**src/hdl/watchdog_prescaler_search_defines.svh**
```systemverilog
// Assertion macros used by the watchdog prescaler search RTL.
`ifndef WATCHDOG_PRESCALER_SEARCH_DEFINES_SVH
`define WATCHDOG_PRESCALER_SEARCH_DEFINES_SVH

// Same-cycle implication, checked on the rising clock edge outside reset.
`define WPS_ASSERT_NOW(lbl, ante, cons, msg) \
  lbl: assert property (@(posedge clk_i) disable iff (!rst_ni) (ante) |-> (cons)) \
    else $error(msg);

// Next-cycle implication, checked on the rising clock edge outside reset.
`define WPS_ASSERT_NEXT(lbl, ante, cons, msg) \
  lbl: assert property (@(posedge clk_i) disable iff (!rst_ni) (ante) |=> (cons)) \
    else $error(msg);

`endif

```
**src/hdl/wps_pkg.sv**
```systemverilog
package wps_pkg;

  localparam int unsigned NumDividers = 8;
  localparam int unsigned NumPeriods  = 4;
  localparam int unsigned NumPairs    = NumDividers * NumPeriods;
  localparam int unsigned OrderW      = $clog2(NumPairs);

  // All dividers and periods are powers of two, so every numerator is
  // 1000 shifted left by the sum of the two exponents (at most 29).
  localparam int unsigned MaxShift = 29;
  localparam int unsigned ShiftW   = $clog2(MaxShift + 1);
  localparam int unsigned MsW      = 10;
  localparam logic [MsW-1:0] MsPerSecond = 10'd1000;
  // Numerator bits: the ten bits of 1000 followed by the shift zeros.
  localparam int unsigned NumBits  = MsW + MaxShift;
  localparam int unsigned StepW    = $clog2(NumBits + 1);

  localparam int unsigned DataW    = 32;
  localparam int unsigned DividerW = 14;
  localparam int unsigned PeriodW  = 17;

  localparam logic [3:0] DividerLog [NumDividers] = '{
    4'd2, 4'd6, 4'd7, 4'd8, 4'd9, 4'd10, 4'd11, 4'd13
  };
  localparam logic [4:0] PeriodLog [NumPeriods] = '{5'd8, 5'd12, 5'd14, 5'd16};

  typedef struct packed {
    logic load;
    logic step;
    logic num_bit;
  } div_ctrl_t;

  typedef struct packed {
    logic              clear;
    logic              check;
    logic [OrderW-1:0] order;
  } sel_ctrl_t;

  typedef struct packed {
    logic              hit;
    logic [OrderW-1:0] order;
  } pair_hit_t;

  function automatic logic [ShiftW-1:0] pair_shift(input logic [OrderW-1:0] order);
    logic [ShiftW-1:0] s;
    s = ShiftW'(DividerLog[order[OrderW-1:2]]) + ShiftW'(PeriodLog[order[1:0]]);
    return s;
  endfunction

  // First pair in search order whose numerator uses the given shift.
  function automatic pair_hit_t first_pair(input logic [ShiftW-1:0] k);
    pair_hit_t r;
    r = '0;
    for (int o = 0; o < NumPairs; o++) begin
      if (!r.hit && pair_shift(OrderW'(o)) == k) begin
        r.hit   = 1'b1;
        r.order = OrderW'(o);
      end
    end
    return r;
  endfunction

  function automatic logic [DividerW-1:0] divider_of(input logic [OrderW-1:0] order);
    return DividerW'(1) << DividerLog[order[OrderW-1:2]];
  endfunction

  function automatic logic [PeriodW-1:0] period_of(input logic [OrderW-1:0] order);
    return PeriodW'(1) << PeriodLog[order[1:0]];
  endfunction

endpackage

```
**src/hdl/wps_div_unit.sv**
```systemverilog
module wps_div_unit (
  input  logic                     clk_i,
  input  logic                     rst_ni,
  input  wps_pkg::div_ctrl_t       ctrl_i,
  input  logic [wps_pkg::DataW-1:0] divisor_i,
  output logic [wps_pkg::DataW-1:0] quotient_o
);
  import wps_pkg::*;

  logic [DataW-1:0] divisor_q;
  logic [DataW-1:0] rem_q, rem_d;
  logic [DataW-1:0] quo_q, quo_d;
  logic             ovf_q, ovf_d;
  logic [DataW:0]   shifted;
  logic [DataW:0]   diff;
  logic             ge;

  // One restoring long-division step per cycle while step is set. The partial quotient after
  // each step is the floor of the numerator prefix divided by the divisor.
  always_comb begin
    shifted = {rem_q, ctrl_i.num_bit};
    diff    = shifted - {1'b0, divisor_q};
    ge      = (shifted >= {1'b0, divisor_q});
    rem_d   = ge ? diff[DataW-1:0] : shifted[DataW-1:0];
    quo_d   = {quo_q[DataW-2:0], ge};
    ovf_d   = ovf_q | quo_q[DataW-1];
  end

  always_ff @(posedge clk_i or negedge rst_ni) begin
    if (!rst_ni) begin
      ovf_q <= 1'b0;
    end else if (ctrl_i.load) begin
      ovf_q <= 1'b0;
    end else if (ctrl_i.step) begin
      ovf_q <= ovf_d;
    end
  end

  always_ff @(posedge clk_i) begin
    if (ctrl_i.load) begin
      divisor_q <= divisor_i;
      rem_q     <= '0;
      quo_q     <= '0;
    end else if (ctrl_i.step) begin
      rem_q <= rem_d;
      quo_q <= quo_d;
    end
  end

  assign quotient_o = ovf_q ? '1 : quo_q;

endmodule

```
**src/hdl/wps_best_sel.sv**
```systemverilog
module wps_best_sel (
  input  logic                        clk_i,
  input  logic                        rst_ni,
  input  wps_pkg::sel_ctrl_t          ctrl_i,
  input  logic [wps_pkg::DataW-1:0]   target_i,
  input  logic [wps_pkg::DataW-1:0]   timeout_i,
  output logic                        have_o,
  output logic [wps_pkg::DataW-1:0]   best_ms_o,
  output logic [wps_pkg::OrderW-1:0]  best_order_o
);
  import wps_pkg::*;

  logic              have_q;
  logic [DataW-1:0]  best_ms_q;
  logic [OrderW-1:0] best_order_q;
  logic              better;

  // Equal timeouts from different shifts keep the pair earlier in search order.
  assign better = (timeout_i >= target_i) &&
                  (!have_q || (timeout_i < best_ms_q) ||
                   ((timeout_i == best_ms_q) && (ctrl_i.order < best_order_q)));

  always_ff @(posedge clk_i or negedge rst_ni) begin
    if (!rst_ni) begin
      have_q <= 1'b0;
    end else if (ctrl_i.clear) begin
      have_q <= 1'b0;
    end else if (ctrl_i.check && better) begin
      have_q <= 1'b1;
    end
  end

  always_ff @(posedge clk_i) begin
    if (ctrl_i.check && better) begin
      best_ms_q    <= timeout_i;
      best_order_q <= ctrl_i.order;
    end
  end

  assign have_o       = have_q;
  assign best_ms_o    = best_ms_q;
  assign best_order_o = best_order_q;

endmodule

```
**src/hdl/watchdog_prescaler_search.sv**
```systemverilog
// Each accepted transaction starts one search; its result is registered into the
// output when the output register is free. The shared divider takes one numerator
// bit per cycle over 39 bits, and one divider and period pair per distinct shift
// is scored on the way. Input is not ready while a search runs or its result waits.
// Reset: asynchronous, active low; clears the sequencer and output valid.
module watchdog_prescaler_search (
  input  logic        clk_i,
  input  logic        rst_ni,
  input  logic        s_axis_tvalid,
  output logic        s_axis_tready,
  input  logic [63:0] s_axis_tdata,   // [31:0] target_ms, [63:32] clock_hz
  output logic        m_axis_tvalid,
  input  logic        m_axis_tready,
  output logic [63:0] m_axis_tdata    // [0] found, [14:1] divider, [31:15] period,
                                      // [63:32] actual_ms
);
  import wps_pkg::*;
  `include "watchdog_prescaler_search_defines.svh"

  typedef enum logic [1:0] {
    ST_IDLE,
    ST_RUN,
    ST_FINISH
  } state_e;

  localparam logic [StepW-1:0] LastStep  = StepW'(NumBits);
  localparam logic [StepW-1:0] FirstScan = StepW'(MsW);

  state_e            state_q;
  logic [StepW-1:0]  step_q;
  logic              zero_q;
  logic [DataW-1:0]  target_q;
  logic              accept;
  logic              out_free;
  div_ctrl_t         div_ctrl;
  sel_ctrl_t         sel_ctrl;
  logic [DataW-1:0]  quotient;
  logic [ShiftW-1:0] shift;
  pair_hit_t         hit;
  logic              have;
  logic [DataW-1:0]  best_ms;
  logic [OrderW-1:0] best_order;
  logic [3:0]        ms_idx;

  logic                m_tvalid_q;
  logic                found_q;
  logic [DividerW-1:0] divider_q;
  logic [PeriodW-1:0]  period_q;
  logic [DataW-1:0]    actual_q;

  assign s_axis_tready = (state_q == ST_IDLE);
  assign accept        = s_axis_tvalid && s_axis_tready;
  assign out_free      = !m_tvalid_q || m_axis_tready;

  // After step_q steps, the quotient register holds the timeout for a
  // numerator of 1000 shifted by step_q minus ten.
  assign shift  = ShiftW'(step_q - FirstScan);
  assign hit    = first_pair(shift);
  assign ms_idx = 4'(MsW - 1) - step_q[3:0];

  always_comb begin
    div_ctrl.load    = accept;
    div_ctrl.step    = (state_q == ST_RUN) && (step_q < LastStep);
    div_ctrl.num_bit = (step_q < FirstScan) ? MsPerSecond[ms_idx] : 1'b0;
    sel_ctrl.clear   = accept;
    sel_ctrl.check   = (state_q == ST_RUN) && (step_q >= FirstScan) && hit.hit && !zero_q;
    sel_ctrl.order   = hit.order;
  end

  wps_div_unit u_div (
    .clk_i      (clk_i),
    .rst_ni     (rst_ni),
    .ctrl_i     (div_ctrl),
    .divisor_i  (s_axis_tdata[63:32]),
    .quotient_o (quotient)
  );

  wps_best_sel u_sel (
    .clk_i        (clk_i),
    .rst_ni       (rst_ni),
    .ctrl_i       (sel_ctrl),
    .target_i     (target_q),
    .timeout_i    (quotient),
    .have_o       (have),
    .best_ms_o    (best_ms),
    .best_order_o (best_order)
  );

  always_ff @(posedge clk_i or negedge rst_ni) begin
    if (!rst_ni) begin
      state_q    <= ST_IDLE;
      step_q     <= '0;
      m_tvalid_q <= 1'b0;
    end else begin
      if (state_q == ST_FINISH && out_free) begin
        m_tvalid_q <= 1'b1;
      end else if (m_axis_tready) begin
        m_tvalid_q <= 1'b0;
      end
      case (state_q)
        ST_IDLE: begin
          if (accept) begin
            step_q  <= '0;
            state_q <= ST_RUN;
          end
        end
        ST_RUN: begin
          if (step_q == LastStep) begin
            state_q <= ST_FINISH;
          end else begin
            step_q <= step_q + StepW'(1);
          end
        end
        ST_FINISH: begin
          if (out_free) begin
            state_q <= ST_IDLE;
          end
        end
        default: begin
          state_q <= ST_IDLE;
        end
      endcase
    end
  end

  always_ff @(posedge clk_i) begin
    if (accept) begin
      target_q <= s_axis_tdata[31:0];
      zero_q   <= (s_axis_tdata[63:32] == '0);
    end
    if (state_q == ST_FINISH && out_free) begin
      found_q   <= have;
      divider_q <= have ? divider_of(best_order) : '0;
      period_q  <= have ? period_of(best_order) : '0;
      actual_q  <= have ? best_ms : '0;
    end
  end

  assign m_axis_tvalid = m_tvalid_q;
  assign m_axis_tdata  = {actual_q, period_q, divider_q, found_q};

  `WPS_ASSERT_NOW(a_busy_not_ready, state_q != ST_IDLE, !s_axis_tready,
    "input ready while a search runs")
  `WPS_ASSERT_NOW(a_step_bound, state_q == ST_RUN, step_q <= LastStep,
    "step counter past the last numerator bit")
  `WPS_ASSERT_NOW(a_not_found_zero, m_axis_tvalid && !found_q,
    divider_q == '0 && period_q == '0 && actual_q == '0,
    "nonzero result fields without a solution")
  `WPS_ASSERT_NOW(a_found_fields, m_axis_tvalid && found_q,
    $onehot(divider_q) && $onehot(period_q), "found result with a bad pair")
  `WPS_ASSERT_NEXT(a_accept_starts, accept, state_q == ST_RUN && step_q == '0,
    "accepted transaction did not start a search")

endmodule
```
**config.mk**
```make
export PLATFORM = sky130hd
export DESIGN_NAME = watchdog_prescaler_search
export DESIGN_NICKNAME = d
export VERILOG_FILES = /design/src/hdl/wps_pkg.sv /design/src/hdl/wps_div_unit.sv /design/src/hdl/wps_best_sel.sv /design/src/hdl/watchdog_prescaler_search.sv
export VERILOG_INCLUDE_DIRS = /design/src /design/src/hdl
export SDC_FILE = /design/constraint.sdc
export NUM_CORES = 1
export LEC_CHECK = 0
export BUFFER_PORTS_ARGS = -buffer_cell sky130_fd_sc_hd__buf_2
export CAP_MARGIN = 10
export CORE_MARGIN = 8
export CORE_UTILIZATION = 55
export CTS_CLUSTER_DIAMETER = 200
export DETAILED_ROUTE_END_ITERATION = 6
export PLACE_DENSITY = 0.75
export SLEW_MARGIN = 20
export SYNTH_ARGS = -nofsm -noshare
export SYNTH_HDL_FRONTEND = slang
export SYNTH_SLANG_ARGS = --single-unit
```
**constraint.sdc**
```tcl
create_clock -name clk_i -period 6.9 [get_ports clk_i]
set_clock_uncertainty 0.05 [all_clocks]
set_input_delay 1.035 -clock clk_i [delete_from_list [all_inputs] [get_ports clk_i]]
set_output_delay 1.035 -clock clk_i [all_outputs]
set_load 0.05 [all_outputs]
```
==> results of run 1 <==
-- registers in the layout (all words and copies together) (netlist names), 2 cells and up --
register and flops:
actual_q 32, target_q 32, u_div.divisor_q 32, u_div.quo_q 32, u_div.rem_q 32, u_sel.best_ms_o 32, divider_q 14, period_q 9
step_q 6, u_sel.best_order_o 5, state_q 2
-- layer usage --
metal  up-vias  wire length (um)  global-route usage, %
met1      4266             11800                   23.5
met4         0               834                   6.82
met3        49              1480                   3.88
met5         -                 0                      0
li1       4636                 -                      -
met2       244             11900                   30.1
-- final cells by class --
type                    instances  share of cell area (%)
clock buffers                  27                    4.60
clock inverters                21                    1.53
flip-flops and latches        233                    44.3
inverters                     122                    3.23
repair buffers                130                    4.80
well taps                     285                    2.51
multi-input cells             842                    39.1
-- cell families (layout without fill, tap and decap cells) --
kind of cell             after synthesis  count (layout)  synth area share, %
other                                  1              13               0.0300
AO/OA/AOI/OAI                        293             293                 14.8
buffers and inverters                175             300                 5.68
AND/OR/NAND/NOR                      390             390                 15.3
adder cells (fa/ha/maj)              115             115                 11.6
XOR/XNOR                              21              21                 1.47
multiplexers                          10              10                0.821
flip-flops                           233             233                 50.4
-- where the power goes --
group	internal (uW)	switching, uW	leakage, uW
sequential	1870	226	0.00210
combinational	1320	1840	0.00370
clock	838	551	0.000418
-- cell usage in the layout (no fill, tap or decap), drive strengths merged, types with 27 or more instances in the layout --
| cell | Yosys | final |
|---|---|---|
| edfxtp | 158 | 158 |
| buf | 20 | 130 |
| inv | 122 | 122 |
| ha | 114 | 114 |
| nand2 | 110 | 110 |
| a21oi | 105 | 105 |
| nor2 | 98 | 98 |
| dfxtp | 64 | 64 |
| o21ai | 57 | 57 |
| or2 | 36 | 36 |
| a21o | 32 | 32 |
| a211oi | 29 | 29 |
| clkbuf | 33 | 27 |
-- Yosys cell counts, types with 3 or more instances --
| cell | count | area share (%) |
|---|---|---|
| a2111oi_0 | 4 | 0.28 |
| a211oi_1 | 29 | 1.7 |
| a21o_1 | 32 | 1.9 |
| a21oi_1 | 105 | 4.2 |
| a221oi_1 | 6 | 0.42 |
| a31o_2 | 3 | 0.21 |
| a31oi_1 | 9 | 0.45 |
| and2_1 | 8 | 0.40 |
| and3_1 | 12 | 0.60 |
| buf_1 | 5 | 0.15 |
| buf_2 | 4 | 0.16 |
| buf_4 | 10 | 0.60 |
| clkbuf_1 | 31 | 0.93 |
| dfrtp_1 | 11 | 2.2 |
| dfxtp_1 | 64 | 10 |
| edfxtp_1 | 158 | 38 |
| ha_1 | 114 | 11 |
| inv_1 | 122 | 3.7 |
| mux2i_1 | 8 | 0.64 |
| nand2_1 | 110 | 3.3 |
| nand2b_1 | 15 | 0.75 |
| nand3_1 | 25 | 1.0 |
| nand3b_1 | 4 | 0.24 |
| nand4_1 | 18 | 0.90 |
| nor2_1 | 98 | 2.9 |
| nor2b_1 | 17 | 0.85 |
| nor3_1 | 13 | 0.52 |
| nor3b_1 | 6 | 0.36 |
| nor4_1 | 13 | 0.65 |
| o211ai_1 | 7 | 0.42 |
| o21a_1 | 10 | 0.60 |
| o21ai_0 | 56 | 2.2 |
| o22ai_1 | 3 | 0.15 |
| o31ai_1 | 5 | 0.30 |
| or2_2 | 35 | 1.8 |
| or3_1 | 5 | 0.25 |
| or4_1 | 4 | 0.24 |
| xnor2_1 | 12 | 0.84 |
| xor2_1 | 9 | 0.63 |
-- final timing paths --
path	from	end	slack (ns)	depth (start not counted)
worst min register to register	u_div.quo_q[7]	u_div.quo_q[8]	0.41	2
worst max register to register	step_q[1]	u_sel.best_ms_o[20]	1.83	16
min in group clk_i	u_div.quo_q[7]	u_div.quo_q[8]	0.41	2
max in group asynchronous	rst_ni	u_div.ovf_q	6.24	1
worst min-delay path	rst_ni	u_sel.have_o	0.33	1
worst max-delay path	step_q[1]	u_sel.best_ms_o[20]	1.83	16
-- stage by stage --
stage / utilization (%) / hold slack (ns)
floorplan: - / 0.390
detailed placement: 59.3 / 0.406
finish: 63.3 / 0.326
global route: 63.3 / 0.324
global placement: 59.3 / 0.400
CTS: 63.1 / 0.326
-- worst register-to-register path, stage by stage, from the launching register on --
cell and delay [ns]:
dfrtp_1 0.50, inv_1 0.15, ha_1 0.60, nor2b_1 0.09, a221oi_1 0.24, o21ai_0 0.12
a31o_2 0.31, or3_1 0.37, nor3b_1 0.19, o21ai_0 0.09, o21ai_0 0.16, ha_1 0.31
a21o_1 0.17, a2111oi_0 0.40, o21ai_0 0.23, a31oi_4 0.53, buf_16 0.24
==> run summary, run 1 <==
CP bufs+invs: 2
cell count after synthesis: 1,238
RSZ-0062 raised after global routing: no
Seq. cell area: 0.00630 mm2
Ports: 134
placed inst area: 0.0133 mm2
vias per inst: 5.54
Starting DRT DRC Count: 587
drt total wl: 26,100 um
Core Region: 0.0225 mm2
slowest CP cell: ha_1
Port Buf Inserts: 125
setup bufs post-CTS: 0
CP dominant cell by count: o21ai_0
Critical Path AT: 5.25 ns
CTS buffer count: 26
clock root buffer master: clkbuf_16
full die area: 0.0278 mm2
delay-heaviest family, CP: compound AO/OA/AOI/OAI gates
Routed Antenna Nets: 0
CTS-repair resized insts: 0
CTS Buffer Depth: 3
CTS tree: yes
max-cap violations: 0
Post-Syn Area: 0.0125 mm2
Top FF cell, synth: edfxtp_1
worst hold path type: in -> async
cells along the critical path: inv_1 > ha_1 > nor2b_1 > a221oi_1 > o21ai_0 > a31o_2 > or3_1 > nor3b_1 > o21ai_0 > o21ai_0 > ha_1 > a21o_1 > a2111oi_0 > o21ai_0 > a31oi_4 > buf_16
Slew @ Worst Pin: 1.05 ns
area occupied by multi-input gates: 0.00556 mm2
DP Cell Count: 1,611
WP data required: 7.08 ns
worst setup margin: 1.83 ns
Lkg Pwr: 0.00622 uW
CP Launch Type: flop
Post-synth EDFFs: 158
worst ir drop on vdd: 275 uV
Layout area overhead: 13.9%
Critical Path Sink Type: flop
Final Cycle Share: 73.4%
non-filler cells, final: 1,660
FF+latch count, synth: 233
total track usage: 18.3%
Final Setup Violations: 0
post-synthesis sequential area ratio: 50.4%
final total power: 6640 uW
status: finished, final reports clean
max_slew headroom: 30.1%
post-route cell area: 0.0142 mm2
routed vias: 9,195
Yosys cell types: 68
crit path max fanout: 26
GP Congestion: 0.885
PwrDens: 467 mW/mm2
# diodes: 0
Pre-antenna DRT Iters: 5
Max Freq: 197 MHz
CTS Sinks: 233
initial antenna violation count: 0
Remaining DRCs: 0
share of cells above drive strength 1: 16.0%
pre-CTS setup slack: 1.51 ns
vias in the first global route: 9,014
std cell rows: 55
Setup TNS Final: 0 ns
starting density of the core: 55.6%
Final HPWL DP: 18,800 um
cts hold-fix bufs: 0
Final Slew Violations: 0
Synth Area per Inst: 10.1 um2
Final Hold Viols: 0
async set-reset flop share out of synthesis: 4.72%
WL/cell: 15.7 um
largest net degree at the start of global routing: 81
first-pass GRT wire length: 43,100 um
worst skew pair latency: 0.54 ns
critical path's largest stage delay: 0.60 ns
die width: 167 um
crit path kind: reg -> reg
fin nets: 1,538
H-tree depth: 1
Congestion Overflow GR: 0
# fillers: 1,833
Syn. warnings: 0
Die Y-Extent: 167 um
CTS clock-pin slew for the worst setup and hold paths: 0.06 ns
Tmin final: 5.07 ns
Note: power is estimated with default switching activity, not from simulation.
==> run 2: changes to the inputs <==
Settings changed: CORE_UTILIZATION 55 to 54, PLACE_DENSITY 0.75 to 0.77.
Clock period 6.9 ns to 4.5 ns, I/O delays scaled along.
==> run 2 against run 1 <==
Worst hold slack got worse by 0.064 ns. Register-to-register slack got worse by 1.6 ns. Via count increased by 2.2%. Routed wire length increased by 5.0%. Total power increased by 54%.
==> run summary, run 2 (same netlist as run 1, synthesis figures left out) <==
Critical Path Sink Type: flop
Die Y-Extent: 168 um
share of cells above drive strength 1: 17.0%
Hold EP: target_q[5]
Starting DRT DRC Count: 702
commonest non-fill, non-tap cells in the layout: edfxtp_1, buf_2, inv_1
Remaining DRCs: 0
RSZ-0062 raised after global routing: no
Congestion Overflow GR: 0
Slew @ Worst Pin: 1.01 ns
critical path's largest stage delay: 0.45 ns
drt total wl: 27,400 um
die width: 168 um
delay-heaviest family, CP: compound AO/OA/AOI/OAI gates
max-cap violations: 0
crit path max fanout: 14
full die area: 0.0283 mm2
status: finished, final reports clean
cells along the critical path: inv_2 > ha_4 > inv_1 > nor3_1 > a211o_1 > a31o_2 > or3_1 > nor3b_2 > o21ai_0 > o21ai_1 > ha_1 > a21o_1 > a2111oi_1 > o21ai_1 > a31oi_4 > clkbuf_16
vias in the first global route: 9,362
worst ir drop on vdd: 452 uV
CP bufs+invs: 3
routed vias: 9,400
total track usage: 18.8%
fin nets: 1,549
slowest CP cell: dfrtp_2
PwrDens: 715 mW/mm2
CTS Buffer Depth: 3
Lkg Pwr: 0.00627 uW
setup bufs post-CTS: 0
r2r startpoint: step_q[2]
vias per inst: 5.63
first-pass GRT wire length: 44,500 um
GP Congestion: 0.874
commonest non-fill, non-tap cell in the layout: edfxtp_1
max_slew headroom: 32.9%
Final Setup Violations: 0
std cell rows: 55
Final Hold Viols: 0
Tmin final: 4.31 ns
Port Buf Inserts: 125
clock root buffer master: clkbuf_16
r2r setup slk: 0.19 ns
WL/cell: 16.4 um
worst skew pair latency: 0.54 ns
pre-CTS setup slack: 0.0992 ns
Final HPWL DP: 19,700 um
Final Slew Violations: 0
Max Freq: 232 MHz
# fillers: 1,823
Pre-antenna DRT Iters: 7
CTS buffer count: 25
Final Cycle Share: 95.8%
Core Region: 0.0227 mm2
worst setup margin: 0.188 ns
hold depth: 1
reg-to-reg endpoint: u_sel.best_ms_o[9]
initial antenna violation count: 0
# diodes: 0
CTS tree: yes
HP Start: s_axis_tdata[5]
CTS clock-pin slew for the worst setup and hold paths: 0.06 ns
Critical Path AT: 4.51 ns
path depth of the worst reg2reg path: 16
CP dominant cell by count: o21ai_1
H-tree depth: 1
CP Launch Type: flop
Setup TNS Final: 0 ns
CTS Sinks: 233
Layout area overhead: 14.6%
starting density of the core: 55.0%
crit path kind: reg -> reg
largest net degree at the start of global routing: 50
WP data required: 4.70 ns
Routed Antenna Nets: 0
worst hold path type: in -> reg
Ports: 134
-- run 2: cell types whose count changed in the layout (fill, tap and decap cells not counted), moves of 4 or more --
cell,delta
buf_4,+8
clkbuf_1,+6
bufinv_16,-4
clkinv_1,-8
clkbuf_8,+7
-- run 2: per-layer routing --
metal  GRT usage (%)  vias up  wire (um)
li1                -     4676          -
met3            3.16       62       1440
met4            6.91        0        920
met2            32.4      242      13100
met1            23.3     4420      11900
met5               0        -          0
-- run 2: worst max-delay path by stage --
stage              start                  end  cells past startpoint
2_1_floorplan  step_q[1]   u_sel.best_ms_o[0]                     16
3_3_place_gp   step_q[2]  u_sel.best_ms_o[25]                     16
3_5_place_dp   step_q[2]  u_sel.best_ms_o[25]                     16
4_1_cts        step_q[2]  u_sel.best_ms_o[28]                     16
5_1_grt        step_q[2]   u_sel.best_ms_o[8]                     15
6_report       step_q[2]   u_sel.best_ms_o[9]                     16
-- run 2: metrics by stage --
step | hold WS, ns | cell area (um2) | power [uW] | util (%) | instances
floorplan | 0.329 | 12600 | 7010 | - | 1250
global placement | 0.398 | 13400 | 7930 | 59.2 | 1622
detailed placement | 0.405 | 13400 | 8110 | 59.2 | 1622
CTS | 0.239 | 14300 | 10200 | 62.8 | 1669
global route | 0.246 | 14300 | 11000 | 63.1 | 1670
finish | 0.262 | 14300 | 10200 | 63.1 | 1670
-- run 2: what timing repair did --
action                     CTS  global route
hold endpoints to repair    11             0
cloned                       0             1
gates resized for setup      1            10
pin swaps                    0             1
setup endpoints to repair   21            37
hold buffers                 1             0
-- run 2: report_power, final --
group	switching (uW)	internal (uW)
sequential	348	2870
combinational	2890	2100
clock	847	1180
total	4090	6160
-- run 2: layout make-up --
class	count	area, um2	area share (%)
clock buffer	40	773	5.40
clock inverter	6	48.8	0.341
inverter	122	460	3.21
multi-input combinational	842	5580	39.0
sequential	233	6300	44.0
tap	285	357	2.49
timing repair buffer	142	802	5.60
==> run 3: changes to the inputs <==
Settings changed: CELL_PAD_IN_SITES_DETAIL_PLACEMENT set to 1, CELL_PAD_IN_SITES_GLOBAL_PLACEMENT set to 1, CORE_UTILIZATION 54 to 42, PLACE_DENSITY 0.77 to not set, PLACE_DENSITY_LB_ADDON set to 0.1.
==> run 3 against run 2 <==
Sequential cell count unchanged. Combinational power grew 4.4%. Via count increased by 0.36%. First-iteration DRC count is 49% lower. Clock power is 13% higher. Count of clock-buffer cells in the layout down 6. Sequential power is essentially flat. Largest power group unchanged. Utilization fell by 14 points. Cell count rose by 6.9%. Global-route usage down 1.4 points. Routed wire length increased by 16%. Register-to-register slack gained 0.03 ns.
==> run summary, run 3 (same netlist as run 1, synthesis figures left out) <==
status: finished, final reports clean
r2r startpoint: step_q[0]
Flop pwr share: 30.0%
worst skew pair latency: 0.55 ns
Layout Utilization: 49.5%
Final Setup Violations: 0
pre-CTS setup slack: 0.113 ns
clock root buffer master: clkbuf_16
final total power: 10,700 uW
CTS Buffer Depth: 3
Pre-antenna DRT Iters: 7
internal power: 6410 uW
Die Y-Extent: 189 um
share of cells above drive strength 1: 17.2%
routed vias: 9,434
critical path launch point: step_q[0]
Clock power frac: 21.4%
Net Sw Frac: 40.1%
largest net degree at the start of global routing: 57
WL/cell: 17.8 um
Seq. cell area: 0.00630 mm2
Layout area overhead: 16.8%
Congestion Overflow GR: 0
Max Freq: 233 MHz
WP data required: 4.72 ns
HP Start: s_axis_tdata[2]
Remaining DRCs: 0
Tmin final: 4.28 ns
CTS Sinks: 233
Slew @ Worst Pin: 0.579 ns
first-pass GRT wire length: 51,000 um
CTS clock-pin slew for the worst setup and hold paths: 0.06 ns
PwrDens: 734 mW/mm2
worst ir drop on vdd: 556 uV
initial antenna violation count: 0
CTS buffer count: 29
max_slew headroom: 61.3%
vias in the first global route: 9,886
drt total wl: 31,800 um
GP Congestion: 0.823
Port Buf Inserts: 125
placed inst area: 0.0136 mm2
# fillers: 3,377
commonest non-fill, non-tap cells in the layout: edfxtp_1, buf_2, inv_1
crit path max fanout: 8
commonest non-fill, non-tap cell in the layout: edfxtp_1
H-tree depth: 1
Final HPWL DP: 23,400 um
Final Hold Viols: 0
std cell rows: 63
CTS tree: yes
Critical Path AT: 4.50 ns
full die area: 0.0355 mm2
Core Region: 0.0295 mm2
post-route cell area: 0.0146 mm2
total track usage: 17.4%
fin nets: 1,557
CP Launch Type: flop
crit path kind: reg -> reg
area occupied by multi-input gates: 0.00558 mm2
Final Cycle Share: 95.2%
Switch Pwr: 4300 uW
Ports: 134
max-cap violations: 0
logic gate share of total power: 48.6%
Lkg Pwr: 0.00635 uW
vias per inst: 5.28
starting density of the core: 42.4%
Setup TNS Final: 0 ns
worst setup margin: 0.216 ns
Routed Antenna Nets: 0
worst hold path type: in -> reg
Final Slew Violations: 0
# diodes: 0
RSZ-0062 raised after global routing: no
Starting DRT DRC Count: 360
Critical Path Sink Type: flop
die width: 189 um
[run 3: cell count changes in the layout (fill, tap and decap cells not counted), moves of 2 or more]
cell / change
buf_4: +3
bufinv_16: +4
clkbuf_1: -2
clkbuf_16: +3
clkbuf_8: -7
clkinv_1: +8
clkinv_2: +3
[run 3: critical path, stage by stage, from the launching register on]
cell,delay [ns]
dfrtp_1,0.47
inv_1,0.13
ha_1,0.32
o22ai_1,0.20
a221oi_1,0.14
a31o_2,0.30
or3_1,0.37
o21ai_0,0.29
ha_1,0.31
a21o_1,0.17
a21o_1,0.18
a2111oi_2,0.34
o21ai_1,0.15
a31oi_4,0.34
clkbuf_16,0.22
[run 3: per-layer routing]
layer / wire length [um] / vias up / GRT usage [%]
met3: 1140 / 47 / 2.64
met5: 0 / - / 0
met1: 13900 / 4558 / 21.0
li1: - / 4677 / -
met2: 15900 / 152 / 31.3
met4: 904 / 0 / 5.35
[run 3: path summary, 6_finish.rpt]
check,endpoint,cells past startpoint,slack (ns)
max,u_sel.best_ms_o[31],14,0.22
min,target_q[2],1,0.25
max reg2reg,u_sel.best_ms_o[31],14,0.22
min reg2reg,u_div.quo_q[27],2,0.41
max in group asynchronous,step_q[4],2,3.64
min in group asynchronous,u_sel.have_o,2,0.49
[run 3: area by class of cell]
| cell class | count | area share, % |
|---|---|---|
| Clock inverter | 19 | 1.29 |
| Sequential cell | 233 | 43.2 |
| Multi-Input combinational cell | 842 | 38.2 |
| Timing Repair Buffer | 146 | 5.73 |
| Inverter | 122 | 3.15 |
| Tap cell | 390 | 3.34 |
| Clock buffer | 34 | 5.10 |
[run 3: power groups by stage]
stage                     registers (uW)  logic [uW]  clock network, uW
after floorplan                     3130        3890                  0
after global placement              3230        4960                  0
after detailed placement            3250        5120                  0
after CTS                           3210        5190               2360
after global routing                3270        5880               2420
final                               3210        5210               2290
[run 3: repair_timing]
item                                   CTS  global route
hold buffers                             1             0
resized for setup                        0            10
setup buffers                            0             1
setup endpoints to repair                0            37
endpoints found under the hold margin   11             0
[run 3: stage by stage]
stage	hold WS, ns	cells
global route	0.233	1786
detailed placement	0.410	1729
CTS	0.221	1783
floorplan	0.329	1250
finish	0.249	1786
global placement	0.401	1729
